### src/rtl/core/assert_macros.svh
// assertion macros shared by the histogram equalizer rtl
// depends on nothing; included by the modules that carry checks
`ifndef ASSERT_MACROS_SVH
`define ASSERT_MACROS_SVH

// condition holds at every edge outside reset
`define ASSERT_ALWAYS(label, clk, rst, cond, msg) \
  label: assert property (@(posedge clk) disable iff (rst) (cond)) else $error(msg);

// antecedent implies consequent in the same cycle
`define ASSERT_IMPLIES(label, clk, rst, ante, cons) \
  label: assert property (@(posedge clk) disable iff (rst) (ante) |-> (cons)) else $error("implication failed");

// antecedent implies consequent in the next cycle
`define ASSERT_NEXT(label, clk, rst, ante, cons) \
  label: assert property (@(posedge clk) disable iff (rst) (ante) |=> (cons)) else $error("next-cycle check failed");

`endif

### src/rtl/core/he_pkg.sv
// types, constants and codes of the histogram equalizer
// depends on nothing; imported by every module of the block but he_ram
`timescale 1ns / 1ps

package he_pkg;

  localparam int unsigned MAX_PIXELS = 1048576;
  localparam int unsigned LEVELS     = 256;
  localparam int unsigned PIX_W      = $clog2(LEVELS);
  localparam int unsigned CNT_W      = $clog2(MAX_PIXELS + 1);
  localparam int unsigned PROD_W     = CNT_W + PIX_W;
  localparam int unsigned STEP_W     = $clog2(PIX_W);
  localparam int unsigned QDEPTH     = 4;
  localparam int unsigned QPTR_W     = $clog2(QDEPTH);
  localparam int unsigned QCNT_W     = $clog2(QDEPTH + 1);

  localparam logic CMD_COUNT = 1'b0;
  localparam logic CMD_MAP   = 1'b1;

  typedef struct packed {
    logic             cmd;
    logic [PIX_W-1:0] pixel;
    logic             last;
  } in_item_t;

  typedef struct packed {
    logic [PIX_W-1:0] mapped;
    logic             frame_end;
  } result_t;

  typedef enum logic [1:0] {
    OP_COUNT,
    OP_COUNT_LAST,
    OP_MAP,
    OP_MAP_LAST
  } op_t;

  typedef struct packed {
    op_t              op;
    logic [PIX_W-1:0] pixel;
  } q_entry_t;

  typedef struct packed {
    logic              start;
    logic [PROD_W-1:0] numer;
    logic [CNT_W-1:0]  denom;
  } div_req_t;

  typedef struct packed {
    logic             done;
    logic [PIX_W-1:0] quot;
  } div_rsp_t;

  typedef enum logic [2:0] {
    BK_IDLE,
    BK_CNT,
    BK_MAP,
    BK_BLD_RD,
    BK_BLD_ACC,
    BK_BLD_DIV,
    BK_BLD_WAIT
  } back_state_t;

endpackage

### src/rtl/core/he_front.sv
// front end: accepts pixel transactions, classifies them and queues them
// depends on he_pkg and assert_macros.svh
`timescale 1ns / 1ps
`include "assert_macros.svh"

module he_front (
  input  logic             clk,
  input  logic             rst,
  input  logic             item_valid,
  output logic             item_stall,
  input  he_pkg::in_item_t item,
  output logic             q_valid,
  output he_pkg::q_entry_t q_head,
  input  logic             q_pop
);

  import he_pkg::*;

  q_entry_t          q_mem [QDEPTH];
  logic [QPTR_W-1:0] wr_ptr;
  logic [QPTR_W-1:0] rd_ptr;
  logic [QCNT_W-1:0] cnt;
  logic              push;
  q_entry_t          entry;

  always_comb begin
    entry.pixel = item.pixel;
    if (item.cmd == CMD_MAP) begin
      entry.op = item.last ? OP_MAP_LAST : OP_MAP;
    end else begin
      entry.op = item.last ? OP_COUNT_LAST : OP_COUNT;
    end
  end

  assign item_stall = cnt == QCNT_W'(QDEPTH);
  assign push       = item_valid && !item_stall;
  assign q_valid    = cnt != '0;
  assign q_head     = q_mem[rd_ptr];

  always_ff @(posedge clk) begin
    if (rst) begin
      wr_ptr <= '0;
      rd_ptr <= '0;
      cnt    <= '0;
    end else begin
      if (push) begin
        wr_ptr <= wr_ptr + 1'b1;
      end
      if (q_pop) begin
        rd_ptr <= rd_ptr + 1'b1;
      end
      if (push && !q_pop) begin
        cnt <= cnt + 1'b1;
      end else if (q_pop && !push) begin
        cnt <= cnt - 1'b1;
      end
    end
  end

  always_ff @(posedge clk) begin
    if (push) begin
      q_mem[wr_ptr] <= entry;
    end
  end

  `ASSERT_ALWAYS(a_q_bound, clk, rst, cnt <= QCNT_W'(QDEPTH), "queue overfilled")
  `ASSERT_IMPLIES(a_pop_nonempty, clk, rst, q_pop, cnt != '0)

endmodule

### config.mk
export PLATFORM = sky130hd
export DESIGN_NAME = he_front
export DESIGN_NICKNAME = d
export VERILOG_FILES = /design/src/rtl/core/he_pkg.sv /design/src/rtl/core/he_front.sv
export VERILOG_INCLUDE_DIRS = /design/src /design/src/rtl/core
export SDC_FILE = /design/constraint.sdc
export NUM_CORES = 1
export LEC_CHECK = 0
export ABC_AREA = 1
export BUFFER_PORTS_ARGS = -buffer_cell sky130_fd_sc_hd__buf_4
export CAP_MARGIN = 20
export CORE_MARGIN = 3
export CORE_UTILIZATION = 48
export DETAILED_ROUTE_END_ITERATION = 12
export PLACE_DENSITY = 0.68
export SLEW_MARGIN = 10
export SYNTH_ARGS = -nofsm -noshare
export SYNTH_HDL_FRONTEND = slang
export SYNTH_SLANG_ARGS = --single-unit
### constraint.sdc
create_clock -name clk -period 2.07 [get_ports clk]
set_input_delay 0.414 -clock clk [delete_from_list [all_inputs] [get_ports clk]]
set_output_delay 0.414 -clock clk [all_outputs]
set_load 0.05 [all_outputs]
==> flow_summary.json, run 1 <==
{
  "cts.sinks": 49,
  "finalMaxSlewViolations": 0,
  "yosysWarningCount": 0,
  "gp_congestion": 0.688,
  "crit_required_ps": 1660,
  "drc_errors": 0,
  "cts.path.max_buffers": 2,
  "antenna_found_initial": 0,
  "avgSynthCellArea_um2": 12.2,
  "cts_made_buffers": 5,
  "io_buffers": 25,
  "num_io_pins": 26,
  "syn2layout_area_growth_pct": 17.1,
  "synth.top_cell.area_share": 0.609,
  "grt_max_degree": 21,
  "cp_max_fo": 10,
  "yosys.area.top_type": "edfxtp_1",
  "outcome": "finished clean",
  "power_density_nw_per_um2": 953,
  "slowest_stage": "dfxtp_1",
  "setup-tns-final_ps": 0,
  "synthTopCellsByArea": "edfxtp_1, dfxtp_1, o21ai_1",
  "ys_types": 19,
  "die_area_um2": 4920,
  "hold_viol": 0,
  "synth_edf_count": 40,
  "cp_top_family": "buffers and inverters",
  "coreArea_um2": 3800,
  "seq_area_frac_synth": 0.700,
  "vias": 1277,
  "drt_pass1_iterations": 4,
  "cap_viol_max_count": 0,
  "track_usage": 0.156,
  "gr-total-overflow": 0,
  "tightestPinTransition_ps": 350,
  "finalSetupViolCount": 0,
  "cp-end-kind": "primary output",
  "cp_cell_sequence": "inv_1, o21ai_1, o22ai_1, buf_4",
  "slew_headroom": 0.767,
  "ys.flop_type": "edfxtp_1",
  "first_iter_violations": 63,
  "wl_per_cell_um": 14.6,
  "cpPeakStageDelay_ps": 390,
  "cts_tree": "yes",
  "yosysMostFrequentCell": "edfxtp_1",
  "startpoint_type": "flip-flop",
  "total_power_mw": 2.20,
  "fin_crit_sh": 0.964,
  "clkSlewWorstSetupHoldPaths_ps": 80,
  "place_hpwl_mm": 2.40,
  "path_class": "reg -> out",
  "grt_pass1_vias": 1240,
  "crit_arrival_ps": 1580,
  "ys_seq_elements": 49,
  "start_util": 0.519,
  "worst_ir_drop_vdd_uv": 502,
  "fin_crit_ps": 2000,
  "post-route-util": 0.608,
  "layout.nets": 215,
  "synth_cells": 162,
  "rsz0062_at_grt": "yes",
  "insertion_delay_ps": 300,
  "die_w_um": 70.1,
  "worst-path-buf-inv": 2,
  "max_freq_mhz": 501,
  "n_antenna_cell": 0,
  "hold_class": "in -> reg",
  "cts_max_level": 2,
  "synth_commonest_cells": "edfxtp_1, nor2_1, o21ai_1",
  "die_y_um": 70.1,
  "p_leak_nw": 0.903,
  "grt_pass1_wl_mm": 5.74,
  "syn_area_um2": 1970,
  "synthArstFlopShare": 0,
  "ant_nets": 0,
  "cts_setup_buffers": 0,
  "rows": 22,
  "cts_root_buffer": "clkbuf_8",
  "drive_gt1_frac": 0.245,
  "via_per_inst": 5.23,
  "wl_mm": 3.56,
  "synthesis.nets": 182,
  "skew_ps": 5.12
}
[through the flow]
step,instance area [um^2],hold slack (ps),setup slack [ps],cells
after floorplan,1970,418,311,162
after global placement,2220,433,388,236
after detailed placement,2220,437,310,236
after CTS,2310,299,53.1,244
after global routing,2310,289,-14.4,244
final,2310,303,74.9,244
[cell type report]
class | instances | area, um^2
Inverter | 20 | 77.6
Clock inverter | 3 | 17.5
Sequential cell | 49 | 1380
Tap cell | 48 | 60.1
Clock buffer | 5 | 68.8
Fill cell | 315 | 1490
Multi-Input combinational cell | 88 | 470
Timing Repair Buffer | 31 | 233
[what timing repair did]
item,CTS,global route
endpoints found under the setup margin,0,10
hold buffers,0,0
resized for setup,0,3
[cell usage in the layout (no fill, tap or decap)]
cell	netlist	routed
a21oi_1	5	5
inv_1	13	13
nand4_1	1	1
inv_2	7	6
clkbuf_8	0	5
fa_1	1	1
clkinv_1	0	1
o21ai_1	24	24
clkinv_2	0	1
inv_4	0	1
nand2_2	1	1
nand3_2	1	1
o22ai_1	10	10
dfxtp_1	9	8
buf_4	1	31
clkinv_4	0	1
edfxtp_1	40	40
nor2_1	29	29
dfxtp_2	0	1
nand2_1	7	7
nand3_1	3	3
ha_1	5	5
nand3b_1	1	1
[sequential cells by signal, indices dropped and copies added, names as in the netlist, named ones only]
register,count
wr_ptr,2
cnt,3
q_mem,40
rd_ptr,2
[power by group]
part | switching, mW | internal (mW)
logic | 0.328 | 0.153
registers | 0.0383 | 1.15
clock network | 0.303 | 0.233
[metal layers]
layer | track usage | vias to the layer above | part of all wire | wire length, um
met5 | 0 | - | 0 | 0
li1 | - | 631 | - | -
met3 | 0.0604 | 7 | 0.053 | 188
met4 | 0.0681 | 0 | 0.017 | 60
met1 | 0.191 | 606 | 0.44 | 1550
met2 | 0.246 | 33 | 0.49 | 1760
[worst paths after layout]
| path | slack, ps | depth (start not counted) | startpoint | endpoint |
|---|---|---|---|---|
| setup / recovery | 70 | 4 | flip-flop | q_head[2] |
| setup reg to reg | 280 | 13 | cnt[0]$_SDFFE_PP0P_ | cnt[2]$_SDFFE_PP0P_ |
| hold / removal | 300 | 1 | item[5] | q_mem[2][4]$_DFFE_PP_ |
| hold reg to reg | 450 | 1 | rd_ptr[1]$_SDFFE_PP0P_ | rd_ptr[1]$_SDFFE_PP0P_ |
[logic make-up after synthesis]
group	share of synthesized area
compound gates	0.105
fa+ha+maj	0.0419
buf+inv	0.0615
flops	0.700
simple gates	0.0913
(Power assumes the default switching activity.)
==> inputs of run 2 (changes only) <==
==> constraint.sdc (replaced) <==
create_clock -name clk -period 2 [get_ports clk]
set_input_delay 0.2 -clock clk [delete_from_list [all_inputs] [get_ports clk]]
set_output_delay 0.2 -clock clk [all_outputs]
set_load 0.05 [all_outputs]
==> flow_summary.json, run 2 (synthesis results as in run 1) <==
{
  "cpPeakStageDelay_ps": 390,
  "io_buffers": 25,
  "layout.cells.non_filler": 244,
  "crit_required_ps": 1800,
  "total_power_mw": 2.30,
  "clkSlewWorstSetupHoldPaths_ps": 90,
  "setup-tns-final_ps": 0,
  "insertion_delay_ps": 290,
  "timing.rr.start": "cnt[0]$_SDFFE_PP0P_",
  "layout_commonest_cell": "edfxtp_1",
  "cts.sinks": 49,
  "cp_cell_sequence": "inv_1, o21ai_1, o22ai_1, buf_4",
  "slew_headroom": 0.755,
  "max_freq_mhz": 549,
  "vias": 1283,
  "layout_common_cells": "edfxtp_1, buf_4, nor2_1",
  "cts-hold-fix-buffers": 0,
  "rows": 22,
  "crit_arrival_ps": 1620,
  "antenna_found_initial": 0,
  "grt_pass1_vias": 1225,
  "drt_pass1_iterations": 4,
  "drc_errors": 0,
  "whs_path_depth": 1,
  "die_w_um": 70.1,
  "cts_tree": "yes",
  "post-route-util": 0.610,
  "finalMaxSlewViolations": 0,
  "layout.nets": 215,
  "worstReg2RegEnd": "cnt[1]$_SDFFE_PP0P_",
  "cts_resized": 0,
  "n_antenna_cell": 0,
  "power_density_nw_per_um2": 994,
  "place_hpwl_mm": 2.43,
  "gr-total-overflow": 0,
  "dp_cells": 236,
  "wl_mm": 3.59,
  "finalSetupViolCount": 0,
  "cts_made_buffers": 5,
  "cp_max_fo": 10,
  "post_dp_cell_area_um2": 2220,
  "via_per_inst": 5.26,
  "track_usage": 0.154,
  "worst-path-buf-inv": 2,
  "cts_root_buffer": "clkbuf_8",
  "first_iter_violations": 74,
  "rsz0062_at_grt": "no",
  "skew_ps": 2.79,
  "fillers": 297,
  "design_area_um2": 2320,
  "startpoint_type": "flip-flop",
  "path_class": "reg -> out",
  "cts.path.max_buffers": 2,
  "cap_viol_max_count": 0,
  "tightestPinTransition_ps": 367,
  "rrSetupSlack_ps": 230,
  "cts_max_level": 2,
  "worst_ir_drop_vdd_uv": 589,
  "hold_path_end": "q_mem[3][4]$_DFFE_PP_",
  "slowest_stage": "dfxtp_1",
  "fin_crit_sh": 0.911,
  "hold_viol": 0,
  "grt_max_degree": 21,
  "outcome": "finished clean",
  "gp_congestion": 0.732,
  "num_io_pins": 26,
  "final.setup.worst_slack_ps": 179,
  "p_leak_nw": 0.900,
  "cp-end-kind": "primary output",
  "hold-worst-slack_ps": 99.3,
  "cts_setup_buffers": 0,
  "syn2layout_area_growth_pct": 17.4,
  "hold_class": "in -> reg",
  "ant_nets": 0,
  "wl_per_cell_um": 14.7,
  "cp_top_family": "buffers and inverters",
  "die_area_um2": 4920,
  "largest_reg_flops": 40,
  "top_regs": "q_mem: 40 flops, cnt: 3 flops",
  "place_ws_ps": 245,
  "largest-register": "q_mem",
  "coreArea_um2": 3800,
  "fin_crit_ps": 1820,
  "die_y_um": 70.1,
  "holdCritStartpoint": "item[5]",
  "start_util": 0.519,
  "drive_gt1_frac": 0.250,
  "reg2reg_depth": 9,
  "grt_pass1_wl_mm": 5.76
}
-- run 2: cell types whose count changed in the layout (fill, tap and decap cells not counted) --
cell	change
clkinv_1	-1
clkinvlp_4	+2
clkinv_4	-1
clkinv_2	-1
inv_2	+1
inv_4	-1
inv_8	+1
-- run 2: power breakdown --
| group | switching [mW] | total (mW) | leakage, nW | internal (mW) |
|---|---|---|---|---|
| sequential | 0.0407 | 1.23 | 0.441 | 1.19 |
| clock | 0.324 | 0.578 | 0.0423 | 0.254 |
| combinational | 0.340 | 0.499 | 0.416 | 0.159 |
| total | 0.705 | 2.30 | 0.899 | 1.60 |
-- run 2: cell type report --
| type | instances | area [um^2] | area share |
|---|---|---|---|
| Timing Repair Buffer | 31 | 233 | 0.100 |
| Sequential cell | 49 | 1380 | 0.597 |
| Tap cell | 48 | 60.1 | 0.0259 |
| Inverter | 20 | 75.1 | 0.0324 |
| Clock buffer | 5 | 68.8 | 0.0297 |
| Multi-Input combinational cell | 88 | 470 | 0.203 |
| Clock inverter | 3 | 26.3 | 0.0113 |
-- run 2: worst reg2reg max path, stage by stage, from the launching register on --
cell and delay [ps]:
dfxtp_1 350, inv_2 90, nand3_2 130, nand2_2 140
inv_2 40, ha_1 180, inv_1 90, fa_1 420
o21ai_1 160, a21oi_1 60
-- run 2: worst max-delay path by stage --
stage	from	end	slack (ps)	depth (start not counted)
floorplan	cnt[0]$_SDFFE_PP0P_	cnt[2]$_SDFFE_PP0P_	390	13
global placement	cnt[0]$_SDFFE_PP0P_	cnt[2]$_SDFFE_PP0P_	330	13
detailed placement	cnt[0]$_SDFFE_PP0P_	cnt[2]$_SDFFE_PP0P_	250	12
CTS	flip-flop	q_head[1]	60	4
global route	cnt[0]$_SDFFE_PP0P_	cnt[2]$_SDFFE_PP0P_	40	13
finish	flip-flop	q_head[1]	180	4
-- run 2: routing by layer --
| layer | global-route usage | vias to the layer above | share of wire |
|---|---|---|---|
| met5 | 0 | - | 0 |
| met4 | 0.0638 | 0 | 0.022 |
| met3 | 0.0504 | 6 | 0.058 |
| met2 | 0.258 | 42 | 0.53 |
| met1 | 0.181 | 607 | 0.39 |
| li1 | - | 628 | - |
==> inputs of run 3 (changes only) <==
--- a/config.mk
+++ b/config.mk
@@ -9,10 +9,14 @@
 export ABC_AREA = 1
 export BUFFER_PORTS_ARGS = -buffer_cell sky130_fd_sc_hd__buf_4
 export CAP_MARGIN = 20
+export CELL_PAD_IN_SITES_DETAIL_PLACEMENT = 1
+export CELL_PAD_IN_SITES_GLOBAL_PLACEMENT = 1
 export CORE_MARGIN = 3
-export CORE_UTILIZATION = 48
+export CORE_UTILIZATION = 45
 export DETAILED_ROUTE_END_ITERATION = 12
-export PLACE_DENSITY = 0.68
+export GPL_ROUTABILITY_DRIVEN = 0
+export PLACE_DENSITY_LB_ADDON = 0.1
+export RECOVER_POWER = 100
 export SLEW_MARGIN = 10
 export SYNTH_ARGS = -nofsm -noshare
 export SYNTH_HDL_FRONTEND = slang
==> flow_summary.json, run 3 (synthesis results as in run 1) <==
{
  "tightestPinTransition_ps": 726,
  "hold_class": "in -> reg",
  "die_y_um": 72.2,
  "outcome": "finished clean",
  "cts.sinks": 49,
  "drc_errors": 0,
  "max_freq_mhz": 555,
  "wl_per_cell_um": 16.1,
  "slew_headroom": 0.516,
  "fin_crit_sh": 0.900,
  "antenna_found_initial": 0,
  "largest_reg_flops": 40,
  "grt_use_met3": 0.0457,
  "io_buffers": 25,
  "whs_path_depth": 1,
  "cts_resized": 0,
  "gr-usage-met2": 0.290,
  "slowest_stage": "fa_1",
  "fillers": 446,
  "grt_pass1_vias": 1346,
  "cpPeakStageDelay_ps": 410,
  "die_area_um2": 5220,
  "rows": 23,
  "skew_ps": 5.91,
  "grt_pass1_wl_mm": 6.40,
  "crit_required_ps": 2180,
  "path_class": "reg -> reg",
  "cp.depth": 9,
  "gr-total-overflow": 0,
  "final.setup.worst_slack_ps": 200,
  "cp_top_family": "adder cells",
  "setup-tns-final_ps": 0,
  "finalMaxSlewViolations": 0,
  "layout.nets": 216,
  "p_leak_nw": 0.836,
  "cts_tree": "yes",
  "drt_pass1_iterations": 4,
  "holdCritStartpoint": "item[3]",
  "rrSetupSlack_ps": 200,
  "drive_gt1_frac": 0.148,
  "use_met1": 0.196,
  "clkSlewWorstSetupHoldPaths_ps": 80,
  "first_iter_violations": 90,
  "vias": 1281,
  "largest-register": "q_mem",
  "worst_ir_drop_vdd_uv": 508,
  "cap_viol_max_count": 0,
  "worstReg2RegEnd": "cnt[1]$_SDFFE_PP0P_",
  "fin_crit_ps": 1800,
  "timing.rr.start": "cnt[0]$_SDFFE_PP0P_",
  "syn2layout_area_growth_pct": 12.6,
  "cp-end-kind": "flip-flop",
  "coreArea_um2": 4120,
  "layout.cells.non_filler": 246,
  "grt_max_degree": 21,
  "top_regs": "q_mem: 40 flops, cnt: 3 flops",
  "hold_viol": 0,
  "cts.path.max_buffers": 2,
  "cp_cell_sequence": "inv_2, nand3_2, nand2_2, inv_2, ha_1, inv_1, fa_1, o21ai_1, a21oi_1",
  "finalSetupViolCount": 0,
  "reg2reg_depth": 9,
  "power_density_nw_per_um2": 996,
  "rsz0062_at_grt": "no",
  "cp_max_fo": 6,
  "grt_busiest_layer": "met2",
  "via_per_inst": 5.21,
  "dp_cells": 239,
  "place_hpwl_mm": 2.81,
  "worst-path-buf-inv": 3,
  "layout_common_cells": "edfxtp_1, nor2_1, o21ai_1",
  "hold_path_end": "q_mem[1][2]$_DFFE_PP_",
  "cts_root_buffer": "clkbuf_8",
  "cts-hold-fix-buffers": 0,
  "cp_common_cell": "inv_2",
  "layout_commonest_cell": "edfxtp_1",
  "ant_nets": 0,
  "cts_setup_buffers": 0,
  "cts_made_buffers": 5,
  "num_io_pins": 26,
  "start_util": 0.479,
  "insertion_delay_ps": 290,
  "place_ws_ps": 189,
  "die_w_um": 72.2,
  "wl_mm": 3.96,
  "n_antenna_cell": 0,
  "crit_arrival_ps": 1980,
  "track_usage": 0.168,
  "startpoint_type": "flip-flop",
  "cts_max_level": 2
}
[run 3: worst max path at each step]
stage	from	end
2_1_floorplan	cnt[0]$_SDFFE_PP0P_	cnt[2]$_SDFFE_PP0P_
3_3_place_gp	cnt[0]$_SDFFE_PP0P_	cnt[2]$_SDFFE_PP0P_
3_5_place_dp	cnt[0]$_SDFFE_PP0P_	cnt[2]$_SDFFE_PP0P_
4_1_cts	cnt[0]$_SDFFE_PP0P_	cnt[1]$_SDFFE_PP0P_
5_1_grt	cnt[0]$_SDFFE_PP0P_	cnt[2]$_SDFFE_PP0P_
6_report	cnt[0]$_SDFFE_PP0P_	cnt[1]$_SDFFE_PP0P_
[run 3: per-layer routing]
layer,vias up,share of wire
li1,632,-
met1,622,0.43
met2,21,0.51
met3,6,0.039
met4,0,0.014
met5,-,0
[run 3: area by class of cell]
type / instances / area, um^2 / share of cell area
multi-input cells: 88 / 470 / 0.212
repair buffers: 32 / 155 / 0.0699
well taps: 50 / 62.6 / 0.0282
inverters: 20 / 75.1 / 0.0338
flip-flops and latches: 49 / 1380 / 0.622
clock inverters: 1 / 3.75 / 0.00169
clock buffers: 6 / 72.6 / 0.0327
[run 3: report_power, final]
group / switching (mW) / total, mW / internal (mW)
registers: 0.0367 / 1.22 / 1.19
clock network: 0.288 / 0.524 / 0.236
logic: 0.349 / 0.464 / 0.116
[run 3: stage by stage]
stage	utilization	total power, mW	instance area (um^2)	hold slack [ps]
6_report	0.540	2.21	2220	158
4_1_cts	0.560	2.29	2310	87.7
5_1_grt	0.540	2.34	2220	174
2_1_floorplan	-	1.59	1970	299
3_5_place_dp	0.542	1.77	2230	402
3_3_place_gp	0.542	1.74	2230	399
